## src/sv/assert_macros.svh

```systemverilog
// Assertion macros shared by the encoder modules.
`ifndef ASSERT_MACROS_SVH
`define ASSERT_MACROS_SVH

// Checks a property on every rising clock edge, suspended during reset.
`define ASSERT_CLK(lbl, prop) \
  lbl: assert property (@(posedge clk_i) disable iff (!rst_ni) (prop)) \
    else $error("assertion failed");

// Checks that an expression never holds outside reset.
`define ASSERT_NEVER(lbl, expr) \
  `ASSERT_CLK(lbl, !(expr))

`endif

```

## src/sv/alpe_pkg.sv

```systemverilog
// Shared types, constants and helpers of the LED pulse encoder.
package alpe_pkg;

  localparam int TimerBits = 16;
  localparam logic [31:0] TimerMax32 = 32'((64'd1 << TimerBits) - 64'd1);

  typedef logic [TimerBits-1:0] timer_t;

  // Reset values of the timing registers.
  localparam logic [7:0]  OneHighReset  = 8'(64 - 16);
  localparam logic [7:0]  OneLowReset   = 8'd11;
  localparam logic [7:0]  ZeroHighReset = 8'(28 - 16);
  localparam logic [7:0]  ZeroLowReset  = 8'd47;
  localparam logic [15:0] ResetLowReset = 16'd8000;

  // Configuration register indexes.
  localparam logic [2:0] CfgOneHigh  = 3'd0;
  localparam logic [2:0] CfgOneLow   = 3'd1;
  localparam logic [2:0] CfgZeroHigh = 3'd2;
  localparam logic [2:0] CfgZeroLow  = 3'd3;
  localparam logic [2:0] CfgResetLow = 3'd4;

  localparam logic ActTick = 1'b0;
  localparam logic ActPush = 1'b1;

  typedef struct packed {
    logic       action;
    logic [7:0] data_byte;
    logic       last_byte;
  } in_item_t;

  typedef struct packed {
    logic line_level;
    logic ready_res;
    logic frame_done;
    logic push_dropped;
  } out_item_t;

  // Classified command handed from the front queue to the engine.
  typedef struct packed {
    logic       is_push;
    logic [7:0] data_byte;
    logic       last_byte;
  } cmd_t;

  // A time of zero counts as one tick; a time beyond the timer saturates.
  function automatic timer_t load_ticks(logic [15:0] v);
    logic [31:0] w;
    timer_t      r;
    w = {16'b0, v};
    if (w == 32'd0) begin
      w = 32'd1;
    end
    if (w > TimerMax32) begin
      r = '1;
    end else begin
      r = timer_t'(w);
    end
    return r;
  endfunction

endpackage

```

## src/sv/alpe_front.sv

```systemverilog
// Front end: accepts input items, classifies them and queues them for the engine.
`include "assert_macros.svh"

module alpe_front (
  input  logic              clk_i,
  input  logic              rst_ni,
  input  logic              push,
  output logic              full,
  input  alpe_pkg::in_item_t in_item_i,
  output logic              cmd_valid_o,
  input  logic              cmd_pop_i,
  output alpe_pkg::cmd_t    cmd_o
);

  alpe_pkg::cmd_t entry_q [2];
  logic           wr_ptr_q, wr_ptr_d;
  logic           rd_ptr_q, rd_ptr_d;
  logic [1:0]     cnt_q, cnt_d;
  logic           wr_en, rd_en;
  alpe_pkg::cmd_t cmd_in;

  assign full        = (cnt_q == 2'd2);
  assign cmd_valid_o = (cnt_q != 2'd0);
  assign cmd_o       = entry_q[rd_ptr_q];
  assign wr_en       = push && !full;
  assign rd_en       = cmd_pop_i && cmd_valid_o;

  always_comb begin
    cmd_in.is_push   = (in_item_i.action == alpe_pkg::ActPush);
    cmd_in.data_byte = in_item_i.data_byte;
    cmd_in.last_byte = in_item_i.last_byte;
  end

  always_comb begin
    wr_ptr_d = wr_en ? !wr_ptr_q : wr_ptr_q;
    rd_ptr_d = rd_en ? !rd_ptr_q : rd_ptr_q;
    cnt_d    = cnt_q + 2'(wr_en) - 2'(rd_en);
  end

  always_ff @(posedge clk_i or negedge rst_ni) begin
    if (!rst_ni) begin
      wr_ptr_q <= 1'b0;
      rd_ptr_q <= 1'b0;
      cnt_q    <= 2'd0;
    end else begin
      wr_ptr_q <= wr_ptr_d;
      rd_ptr_q <= rd_ptr_d;
      cnt_q    <= cnt_d;
    end
  end

  always_ff @(posedge clk_i) begin
    if (wr_en) begin
      entry_q[wr_ptr_q] <= cmd_in;
    end
  end

  // A full queue that is not drained stays full.
  `ASSERT_CLK(a_front_full_holds, (full && !cmd_pop_i) |=> full)

endmodule

```

## src/sv/alpe_engine.sv

```systemverilog
// Back end: bit timing state machine that turns each command into one result.
`include "assert_macros.svh"

module alpe_engine (
  input  logic                clk_i,
  input  logic                rst_ni,
  input  logic                cfg_valid_i,
  input  logic [2:0]          cfg_index_i,
  input  logic [15:0]         cfg_data_i,
  input  logic                cmd_valid_i,
  input  alpe_pkg::cmd_t      cmd_i,
  output logic                cmd_pop_o,
  input  logic                res_ready_i,
  output logic                res_valid_o,
  output alpe_pkg::out_item_t res_o
);

  typedef enum logic [1:0] {
    PhIdle,
    PhHigh,
    PhLow,
    PhReset
  } phase_e;

  logic [7:0]  one_high_q, one_low_q, zero_high_q, zero_low_q;
  logic [15:0] reset_low_q;

  phase_e            phase_q, phase_d;
  alpe_pkg::timer_t  timer_q, timer_d;
  logic [7:0]        shift_q, shift_d;
  logic [3:0]        bits_q, bits_d;
  logic              ending_q, ending_d;
  logic [7:0]        pend_byte_q, pend_byte_d;
  logic              pend_valid_q, pend_valid_d;
  logic              pend_last_q, pend_last_d;
  alpe_pkg::out_item_t res_d;
  logic              fire;

  assign fire        = cmd_valid_i && res_ready_i;
  assign cmd_pop_o   = fire;
  assign res_valid_o = fire;
  assign res_o       = res_d;

  always_comb begin
    phase_d      = phase_q;
    timer_d      = timer_q;
    shift_d      = shift_q;
    bits_d       = bits_q;
    ending_d     = ending_q;
    pend_byte_d  = pend_byte_q;
    pend_valid_d = pend_valid_q;
    pend_last_d  = pend_last_q;
    res_d        = '0;

    if (cmd_i.is_push) begin
      if (pend_valid_q) begin
        res_d.push_dropped = 1'b1;
      end else begin
        pend_byte_d  = cmd_i.data_byte;
        pend_last_d  = cmd_i.last_byte;
        pend_valid_d = 1'b1;
      end
      res_d.line_level = (phase_q == PhHigh);
    end else begin
      // An idle encoder with a waiting byte starts it on this tick.
      if (phase_q == PhIdle && pend_valid_q) begin
        shift_d      = pend_byte_q;
        ending_d     = pend_last_q;
        bits_d       = 4'd8;
        pend_valid_d = 1'b0;
        pend_last_d  = 1'b0;
        phase_d      = PhHigh;
        timer_d      = alpe_pkg::load_ticks(
                         {8'b0, pend_byte_q[7] ? one_high_q : zero_high_q});
      end
      res_d.line_level = (phase_d == PhHigh);
      if (phase_d != PhIdle) begin
        if (timer_d != '0) begin
          timer_d = timer_d - alpe_pkg::timer_t'(1);
        end
        if (timer_d == '0) begin
          case (phase_d)
            PhHigh: begin
              phase_d = PhLow;
              timer_d = alpe_pkg::load_ticks(
                          {8'b0, shift_d[7] ? one_low_q : zero_low_q});
            end
            PhLow: begin
              shift_d = {shift_d[6:0], 1'b0};
              if (bits_d != 4'd0) begin
                bits_d = bits_d - 4'd1;
              end
              if (bits_d != 4'd0) begin
                phase_d = PhHigh;
                timer_d = alpe_pkg::load_ticks(
                            {8'b0, shift_d[7] ? one_high_q : zero_high_q});
              end else if (ending_d) begin
                phase_d = PhReset;
                timer_d = alpe_pkg::load_ticks(reset_low_q);
              end else if (pend_valid_d) begin
                // Back-to-back bytes follow with no idle gap.
                shift_d      = pend_byte_d;
                ending_d     = pend_last_d;
                bits_d       = 4'd8;
                pend_valid_d = 1'b0;
                pend_last_d  = 1'b0;
                phase_d      = PhHigh;
                timer_d      = alpe_pkg::load_ticks(
                                 {8'b0, pend_byte_d[7] ? one_high_q : zero_high_q});
              end else begin
                phase_d = PhIdle;
              end
            end
            PhReset: begin
              res_d.frame_done = 1'b1;
              ending_d         = 1'b0;
              phase_d          = PhIdle;
            end
            default: begin
              phase_d = PhIdle;
            end
          endcase
        end
      end
    end
    res_d.ready_res = !pend_valid_d;
  end

  always_ff @(posedge clk_i or negedge rst_ni) begin
    if (!rst_ni) begin
      phase_q      <= PhIdle;
      timer_q      <= '0;
      shift_q      <= 8'd0;
      bits_q       <= 4'd0;
      ending_q     <= 1'b0;
      pend_valid_q <= 1'b0;
      pend_last_q  <= 1'b0;
    end else if (fire) begin
      phase_q      <= phase_d;
      timer_q      <= timer_d;
      shift_q      <= shift_d;
      bits_q       <= bits_d;
      ending_q     <= ending_d;
      pend_valid_q <= pend_valid_d;
      pend_last_q  <= pend_last_d;
    end
  end

  always_ff @(posedge clk_i) begin
    if (fire) begin
      pend_byte_q <= pend_byte_d;
    end
  end

  always_ff @(posedge clk_i or negedge rst_ni) begin
    if (!rst_ni) begin
      one_high_q  <= alpe_pkg::OneHighReset;
      one_low_q   <= alpe_pkg::OneLowReset;
      zero_high_q <= alpe_pkg::ZeroHighReset;
      zero_low_q  <= alpe_pkg::ZeroLowReset;
      reset_low_q <= alpe_pkg::ResetLowReset;
    end else if (cfg_valid_i) begin
      case (cfg_index_i)
        alpe_pkg::CfgOneHigh:  one_high_q  <= cfg_data_i[7:0];
        alpe_pkg::CfgOneLow:   one_low_q   <= cfg_data_i[7:0];
        alpe_pkg::CfgZeroHigh: zero_high_q <= cfg_data_i[7:0];
        alpe_pkg::CfgZeroLow:  zero_low_q  <= cfg_data_i[7:0];
        alpe_pkg::CfgResetLow: reset_low_q <= cfg_data_i;
        default: ;
      endcase
    end
  end

  // A running phase always has time left, and a bit phase has bits left.
  `ASSERT_NEVER(a_eng_timer_live, phase_q != PhIdle && timer_q == '0)
  `ASSERT_NEVER(a_eng_bits_live, (phase_q == PhHigh || phase_q == PhLow) && bits_q == 4'd0)

endmodule

```

## src/sv/alpe_res_queue.sv

```systemverilog
// Result queue between the engine and the output side.
`include "assert_macros.svh"

module alpe_res_queue (
  input  logic                clk_i,
  input  logic                rst_ni,
  input  logic                res_valid_i,
  input  alpe_pkg::out_item_t res_i,
  output logic                res_ready_o,
  output logic                empty,
  input  logic                pop,
  output alpe_pkg::out_item_t out_item_o
);

  alpe_pkg::out_item_t entry_q [2];
  logic                wr_ptr_q, rd_ptr_q;
  logic [1:0]          cnt_q;
  logic                wr_en, rd_en;

  assign res_ready_o = (cnt_q != 2'd2);
  assign empty       = (cnt_q == 2'd0);
  assign out_item_o  = entry_q[rd_ptr_q];
  assign wr_en       = res_valid_i && res_ready_o;
  assign rd_en       = pop && !empty;

  always_ff @(posedge clk_i or negedge rst_ni) begin
    if (!rst_ni) begin
      wr_ptr_q <= 1'b0;
      rd_ptr_q <= 1'b0;
      cnt_q    <= 2'd0;
    end else begin
      if (wr_en) begin
        wr_ptr_q <= !wr_ptr_q;
      end
      if (rd_en) begin
        rd_ptr_q <= !rd_ptr_q;
      end
      cnt_q <= cnt_q + 2'(wr_en) - 2'(rd_en);
    end
  end

  always_ff @(posedge clk_i) begin
    if (wr_en) begin
      entry_q[wr_ptr_q] <= res_i;
    end
  end

  // Fill level tracks the pointer distance.
  `ASSERT_CLK(a_res_level, (cnt_q == 2'd1) == (wr_ptr_q != rd_ptr_q))

endmodule

```

## src/sv/addressable_led_pulse_encoder.sv

```systemverilog
// Top level of the addressable LED pulse-width serial encoder.
`include "assert_macros.svh"

// Each tick item advances the bit timing by one and returns the line level;
// each push item offers a pixel byte to the one-byte pending slot. One item
// is taken per clock when neither side stalls: items pass through a
// two-entry command queue, a timing engine that applies one item per clock
// while the result queue has room, and a two-entry result queue that
// registers each result. Timing registers are written through the always
// ready configuration channel; the user must write them only while the
// block is idle, since the block itself does not enforce this.
module addressable_led_pulse_encoder (
  input  logic                clk_i,
  input  logic                rst_ni,
  input  logic                push,
  output logic                full,
  input  alpe_pkg::in_item_t  in_item_i,
  output logic                empty,
  input  logic                pop,
  output alpe_pkg::out_item_t out_item_o,
  input  logic                cfg_valid_i,
  output logic                cfg_ready_o,
  input  logic [2:0]          cfg_index_i,
  input  logic [15:0]         cfg_data_i
);

  logic                cmd_valid, cmd_pop;
  alpe_pkg::cmd_t      cmd;
  logic                res_valid, res_ready;
  alpe_pkg::out_item_t res;

  assign cfg_ready_o = 1'b1;

  alpe_front u_front (
    .clk_i       (clk_i),
    .rst_ni      (rst_ni),
    .push        (push),
    .full        (full),
    .in_item_i   (in_item_i),
    .cmd_valid_o (cmd_valid),
    .cmd_pop_i   (cmd_pop),
    .cmd_o       (cmd)
  );

  alpe_engine u_engine (
    .clk_i       (clk_i),
    .rst_ni      (rst_ni),
    .cfg_valid_i (cfg_valid_i),
    .cfg_index_i (cfg_index_i),
    .cfg_data_i  (cfg_data_i),
    .cmd_valid_i (cmd_valid),
    .cmd_i       (cmd),
    .cmd_pop_o   (cmd_pop),
    .res_ready_i (res_ready),
    .res_valid_o (res_valid),
    .res_o       (res)
  );

  alpe_res_queue u_res_queue (
    .clk_i       (clk_i),
    .rst_ni      (rst_ni),
    .res_valid_i (res_valid),
    .res_i       (res),
    .res_ready_o (res_ready),
    .empty       (empty),
    .pop         (pop),
    .out_item_o  (out_item_o)
  );

endmodule
```

## config.mk

```make
export PLATFORM = sky130hd
export DESIGN_NAME = addressable_led_pulse_encoder
export DESIGN_NICKNAME = d
export VERILOG_FILES = /design/src/sv/alpe_pkg.sv /design/src/sv/alpe_front.sv /design/src/sv/alpe_engine.sv /design/src/sv/alpe_res_queue.sv /design/src/sv/addressable_led_pulse_encoder.sv
export VERILOG_INCLUDE_DIRS = /design/src /design/src/sv
export SDC_FILE = /design/constraint.sdc
export NUM_CORES = 1
export LEC_CHECK = 0
export BUFFER_PORTS_ARGS = -buffer_cell sky130_fd_sc_hd__clkbuf_2
export CAP_MARGIN = 20
export CORE_MARGIN = 4
export CORE_UTILIZATION = 40
export DETAILED_ROUTE_END_ITERATION = 7
export PLACE_DENSITY = 0.55
export SYNTH_ARGS = -nofsm -noshare
export SYNTH_HDL_FRONTEND = slang
export SYNTH_SLANG_ARGS = --single-unit
export TNS_END_PERCENT = 10
```

## constraint.sdc

```tcl
create_clock -name clk_i -period 6.05 [get_ports clk_i]
set_input_delay 0.3025 -clock clk_i [delete_from_list [all_inputs] [get_ports clk_i]]
set_output_delay 0.3025 -clock clk_i [all_outputs]
set_load 0.02 [all_outputs]
```

==> out/results.md, run 1 <==
| Metric | Reported |
|:---|:---|
| Max rail drop VDD | 0.413 mV |
| Run status | complete, no violations |
| Synth Register Bits | 125 |
| Die Area | 20100 um2 |
| Initial cell density of the core | 41.2% |
| Post-CTS setup-driven buffer insertion count | 0 |
| Yosys top cell by area | dfrtp_1 |
| Mean instance size in the synthesized netlist | 10.3 um2 |
| Boundary pin count | 41 |
| Number of sinks driven by the clock tree | 125 |
| Largest register by flop count | u_front.entry_q |
| Largest driver fanout on the critical path | 46 |
| Critical path data arrival time | 5.38 ns |
| Share of the yosys chip area belonging to registers | 46.4% |
| Finish-stage setup viols | 0 |
| Multiplexer fraction of the synthesized cell area | 14.2% |
| RD Place Congestion | 0.871 |
| Cells after Synth | 693 |
| Power density over the cells | 444 nW/um2 |
| Net Count, Synth | 733 |
| Share of synthesized cell area in and, or, nand and nor gates | 16.6% |
| Number of vias per cell | 5.98 |
| Final global-route overflow total | 0 |
| CTS tree | yes |
| Max-slew headroom | 35.9% |
| Final setup margin | 1.00 ns |
| Number of I/O port buffers | 39 |
| Critical Path Start Type | flop |
| Fraction of final layout cells with drive strength greater than 1 | 26.0% |
| HPWL after detailed placement | 13.3 mm |
| Clock edge transition at the registers on the reported setup and hold paths | 0.07 ns |
| Total wirelength of the detailed-routed design | 18.6 mm |
| Hold bufs inserted after CTS | 1 |
| DRC violations left | 0 |
| Diodes inserted | 0 |
| Total global routing track utilization | 18.9% |
| # nets final | 761 |
| Classification of the worst-slack hold path | input pin to flop |
| Post-CTS resize count | 0 |
| Synthesized-area fraction occupied by ao, oa, aoi and oai cells | 15.9% |
| Number of flops mapped to enable cells by yosys | 36 |
| Maximum number of pins on one net before global-route repair | 76 |
| Layout Area Growth over Synthesis | 13.7% |
| Area share of the largest cell type after synthesis | 24.8% |
| Prevailing post-synth register cell | dfrtp_1 |
| Post-Synth XOR/XNOR Area | 1.71% |
| Final number of hold-violating endpoints | 0 |
| Clock latency on the worst-skew pair | 0.42 ns |
| 1st-pass router iterations | 7 |
| Number of warnings reported in the yosys synthesis log | 0 |
| Data required time at the worst endpoint | 6.38 ns |
| First-pass GRT wire length | 29.9 mm |
| Via count of the first global-routing pass | 5541 |
| Y dimension of the die | 142 um |
| Registers with the highest flip-flop counts | u_front.entry_q (20), u_engine.reset_low_q (16), u_engine.timer_q (16) |
| Number of cells in the finished layout apart from fillers | 959 |
| Placeable Area | 17400 um2 |
| Reported leakage power | 0.00326 uW |
| Element type at the critical path end | flop |
| Row count | 48 |
| Total Negative Setup Slacks | 0 ns |
| Slew at the pin closest to its max-slew limit | 0.935 ns |
| Placed instance count | 924 |
| Area of the mapped netlist | 7170 um2 |
| Pre-CTS setup slack | 1.08 ns |
| Worst hold slack across all endpoints | 0.0678 ns |
| Number of pins with negative max-slew slack in the final report | 0 |
| Critical Setup Path Class | flop to flop |
| Routed len/inst | 19.4 um |
| Worst-case clock buffer depth | 2 |
| Number of buffers inserted during clock tree synthesis | 17 |
| Final period util | 83.5% |
| Initial detailed-routing violation count | 414 |
| Antenna violations before repair | 0 |
| Width of the die | 142 um |
| Cell types occupying the most area after synthesis | dfrtp_1 25%, edfxtp_1 15%, mux2_2 11%, dfstp_2 6.6%, nand2_1 3.4% |
| H-Tree Depth | 4 |
| Combinational family with the most area after synthesis | simple AND/OR/NAND/NOR gates |
| Flip-flop count of the largest register, all copies and words added | 20 |
| MaxCap Viol Count | 0 |
| Number of library cell types mapped by synthesis | 84 |
| Layout Skew | 0.0150 ns |
| Share of synthesized flip-flops with an asynchronous set or reset | 71.2% |
| Max frequency | 198 MHz |
| Final cell utilization of the core | 46.8% |
| Cell at the root of the clock tree | clkbuf_16 |
| Number of nets still failing antenna checks after routing | 0 |
| Unrepaired setup endpoints after global routing | no |
| Minimum clock period after layout | 5.05 ns |
| DR vias | 5731 |
| Area share of fa/ha/maj cells after synthesis | 1.05% |
[routing by layer]
layer  vias to the layer above  GRT usage, %  share of wire (%)
met3                        32          5.06                5.7
met1                      2843          25.9                 46
met2                       189          28.8                 46
met4                         0          6.82                2.1
met5                         -             0                  0
li1                       2667             -                  -
[final cells by class]
class | count | area [um2]
fillers | 1615 | 9260
multi-input cells | 507 | 3560
flip-flops and latches | 125 | 3330
clock buffers | 22 | 487
repair buffers | 54 | 333
well taps | 225 | 282
clock inverters | 10 | 103
inverters | 16 | 60.1
[cells in the mapped netlist, drive strengths merged, types with 6 or more instances]
library cell and number:
mux2 72, dfrtp 71, nand2 65, nor2 41, edfxtp 36, o21ai 35
a21oi 34, clkbuf 30, nor3 29, mux2i 20, nor4 20, dfstp 18
inv 16, a31oi 15, buf 15, o22ai 14, nand3 12, or3 10
xnor2 10, a211oi 9, nand2b 7, nand4 7, o21a 7, ha 6
[cell usage in the layout, fill, tap and decap left out, types with 11 or more instances in the layout]
cell       count
mux2_2        71
nand2_1       65
buf_4         13
clkbuf_2      38
a31oi_1       14
dfstp_2       18
nand3_1       11
inv_1         15
mux2i_1       19
edfxtp_1      36
a21oi_1       33
nor3_1        27
o21ai_0       30
nor4_1        19
o22ai_1       13
nor2_1        41
clkbuf_16     19
dfrtp_1       71
[worst paths after layout]
| path | from | to | slack [ns] | cells after the start |
|---|---|---|---|---|
| max | u_engine.pend_valid_q$_DFFE_PN0P_ | u_engine.shift_q[7]$_DFFE_PN0P_ | 1.0 | 12 |
| min | in_item_i[5] | u_front.entry_q[0][5]$_DFFE_PP_ | 0.07 | 1 |
| max in group asynchronous | rst_ni | u_engine.one_low_q[0]$_DFFE_PN1P_ | 4.86 | 4 |
| min in group asynchronous | rst_ni | u_engine.timer_q[14]$_DFFE_PN0P_ | 0.30 | 2 |
| max reg2reg | u_engine.pend_valid_q$_DFFE_PN0P_ | u_engine.shift_q[7]$_DFFE_PN0P_ | 1.0 | 12 |
| min reg2reg | u_engine.shift_q[7]$_DFFE_PN0P_ | u_engine.shift_q[7]$_DFFE_PN0P_ | 0.49 | 2 |
[worst max-delay path, stage by stage, from the launching register on]
cell and delay [ns]:
dfrtp_1 0.59, nor3b_4 0.28, buf_4 0.48, a211oi_2 0.26, inv_2 0.18, ha_1 0.32, o211ai_1 0.40, o2111a_2 0.43
o22ai_1 0.24, or3b_1 0.39, and4bb_1 0.83, mux2_2 0.41, o21ai_1 0.12
[per-stage QoR]
step	instance area, um2	total power, uW
global placement	7520	2580
floorplan	7170	2250
global route	8160	3860
detailed placement	7520	2600
finish	8160	3620
CTS	8120	3630
[kinds of logic after synthesis]
family	after synthesis
xor gates and xnor gates	14
adders and majority gates	6
buffers and inverters	61
muxes	92
and+or+nand+nor	227
DFF	125
other	1
AOI/OAI and AO/OA	167
[power by group]
group / total, uW / switching [uW] / internal (uW)
sequential: 1350 / 214 / 1140
clock: 1010 / 392 / 620
combinational: 1250 / 735 / 520
Power figures use the tool's default switching activity.
==> run 2, diff against run 1 <==
Settings changed: PLACE_DENSITY 0.55 to 0.57.
Clock period 6.05 ns to 4.6 ns, I/O delays scaled along.
==> run 2 against run 1 <==
Die area is the same; highest routed layer unchanged; total power grew 33%; largest power group unchanged; cell area grew 1.3%; wire length grew 1.1%; global-route usage grew 0.30 points; clock power grew 31%; sequential cell count is the same.
==> out/results.md, run 2 (synthesis gave the netlist of run 1 again) <==
| Metric | Reported |
|:---|:---|
| MaxCap Viol Count | 0 |
| Number of vias per cell | 5.90 |
| Clock network power share | 27.4% |
| Placeable Area | 17400 um2 |
| Internal power summed over all cells | 3010 uW |
| Row count | 48 |
| Critical Setup Path Class | flop to flop |
| Reg2reg path depth | 12 |
| CTS tree | yes |
| Minimum clock period after layout | 4.27 ns |
| Number of pins with negative max-slew slack in the final report | 0 |
| DR vias | 5749 |
| 1st-pass router iterations | 5 |
| Worst-case clock buffer depth | 2 |
| Initial cell density of the core | 41.2% |
| Max-slew headroom | 29.2% |
| Total wirelength of the detailed-routed design | 18.8 mm |
| Largest register by flop count | u_front.entry_q |
| Slew at the pin closest to its max-slew limit | 1.05 ns |
| Met1 GRT Util | 25.8% |
| Data required time at the worst endpoint | 4.90 ns |
| H-Tree Depth | 4 |
| Total Negative Setup Slacks | 0 ns |
| Via count of the first global-routing pass | 5799 |
| Total global routing track utilization | 19.2% |
| Initial detailed-routing violation count | 449 |
| Final period util | 92.8% |
| Final global-route overflow total | 0 |
| Number of cells on the worst hold path | 1 |
| Switching component of the power | 1800 uW |
| Unrepaired setup endpoints after global routing | no |
| RD Place Congestion | 0.928 |
| Portion of total power attributed to combinational logic | 35.4% |
| Clock latency on the worst-skew pair | 0.42 ns |
| Y dimension of the die | 142 um |
| Classification of the worst-slack hold path | input pin to flop |
| Met3 demand-to-capacity share in global routing | 4.21% |
| Width of the die | 142 um |
| Largest driver fanout on the critical path | 17 |
| HPWL after detailed placement | 13.7 mm |
| Final number of hold-violating endpoints | 0 |
| Run status | complete, no violations |
| Element type at the critical path end | flop |
| Number of sinks driven by the clock tree | 125 |
| First-pass GRT wire length | 30.6 mm |
| Cell at the root of the clock tree | clkbuf_16 |
| Max rail drop VDD | 0.323 mV |
| Antenna violations before repair | 0 |
| Flip-flop and latch area | 3330 um2 |
| Critical path data arrival time | 4.57 ns |
| Placed cell area | 7580 um2 |
| Critical Path Start Type | flop |
| Area of the multi-input gates | 3560 um2 |
| Registers with the highest flip-flop counts | u_front.entry_q (20), u_engine.reset_low_q (16), u_engine.timer_q (16) |
| Finish-stage setup viols | 0 |
| Top library cells by usage in the layout, fill and taps aside | 71 x mux2_2, 71 x dfrtp_1, 65 x nand2_1 |
| Flip-flop count of the largest register, all copies and words added | 20 |
| Number of filler instances in the final layout | 1604 |
| Number of I/O port buffers | 39 |
| Die Area | 20100 um2 |
| Power density over the cells | 583 nW/um2 |
| DRC violations left | 0 |
| GRT met2 Usage | 30.3% |
| # nets final | 776 |
| Routed len/inst | 19.3 um |
| GRT busiest layer | met2 |
| Clock edge transition at the registers on the reported setup and hold paths | 0.06 ns |
| Layout Area Growth over Synthesis | 15.3% |
| Maximum number of pins on one net before global-route repair | 56 |
| Cell area after layout | 8270 um2 |
| Layout Skew | 0.00819 ns |
| Net switching fraction of the power | 37.4% |
| Max frequency | 234 MHz |
| Reported leakage power | 0.00332 uW |
| Register share of total power | 37.2% |
| Number of nets still failing antenna checks after routing | 0 |
| Boundary pin count | 41 |
| Diodes inserted | 0 |
| Number of buffers inserted during clock tree synthesis | 17 |
| Fraction of final layout cells with drive strength greater than 1 | 27.1% |
run 2: cell type report:
| type | instances | share of cell area [%] |
|---|---|---|
| inverters | 16 | 0.727 |
| flip-flops and latches | 125 | 40.3 |
| clock inverters | 15 | 1.97 |
| repair buffers | 69 | 5.36 |
| multi-input cells | 507 | 43.1 |
| well taps | 225 | 3.41 |
| clock buffers | 17 | 5.15 |
run 2: critical path, cell delays in order (launching register included):
cell,delay [ns]
dfrtp_1,0.55
nand4bb_1,0.30
a211oi_1,0.31
a211oi_2,0.10
inv_2,0.15
ha_1,0.35
o211a_1,0.29
a21oi_1,0.10
or4_4,0.56
nor4_4,0.35
and4_1,0.55
nand3_2,0.24
o221a_1,0.29
run 2: power by group through the flow:
stage	logic, uW	registers, uW	clock network, uW
finish	1700	1790	1320
global placement	1640	1780	0
CTS	1700	1790	1350
floorplan	1300	1660	0
global route	1880	1830	1400
detailed placement	1680	1800	0
run 2: metal layers:
layer / part of all wire [%] / wire [um]
met5: 0 / 0
met4: 2.8 / 521
met3: 5.6 / 1050
met2: 47 / 8820
met1: 45 / 8440
run 2: metrics by stage:
step | std cells | total power [uW] | hold WS [ns] | setup WS [ns] | util (%)
final | 974 | 4820 | 0.0211 | 0.333 | 47.5
after global routing | 974 | 5110 | 0.0000115 | 0.0432 | 47.5
after floorplan | 693 | 2960 | -0.0656 | 0.650 | -
after CTS | 972 | 4830 | 0.00253 | 0.261 | 47.4
after global placement | 932 | 3430 | 0.318 | 0.442 | 43.5
after detailed placement | 932 | 3480 | 0.327 | 0.262 | 43.5
run 2: what timing repair did:
action,CTS,global route
hold buffers,8,0
setup buffers,0,2
resized for setup,0,1
endpoints found under the hold margin,55,0
endpoints found under the setup margin,0,13
run 2: path summary, 6_finish.rpt:
check	startpoint	to	slack, ns
setup / recovery	u_engine.phase_q[1]$_DFFE_PN0P_	u_engine.shift_q[3]$_DFFE_PN0P_	0.33
hold / removal	in_item_i[7]	u_front.entry_q[0][7]$_DFFE_PP_	0.02
setup reg to reg	u_engine.phase_q[1]$_DFFE_PN0P_	u_engine.shift_q[3]$_DFFE_PN0P_	0.33
hold reg to reg	u_engine.shift_q[6]$_DFFE_PN0P_	u_engine.shift_q[6]$_DFFE_PN0P_	0.49
max in group asynchronous	rst_ni	u_engine.reset_low_q[11]$_DFFE_PN1P_	3.20
min in group asynchronous	rst_ni	u_engine.zero_low_q[4]$_DFFE_PN0P_	0.42
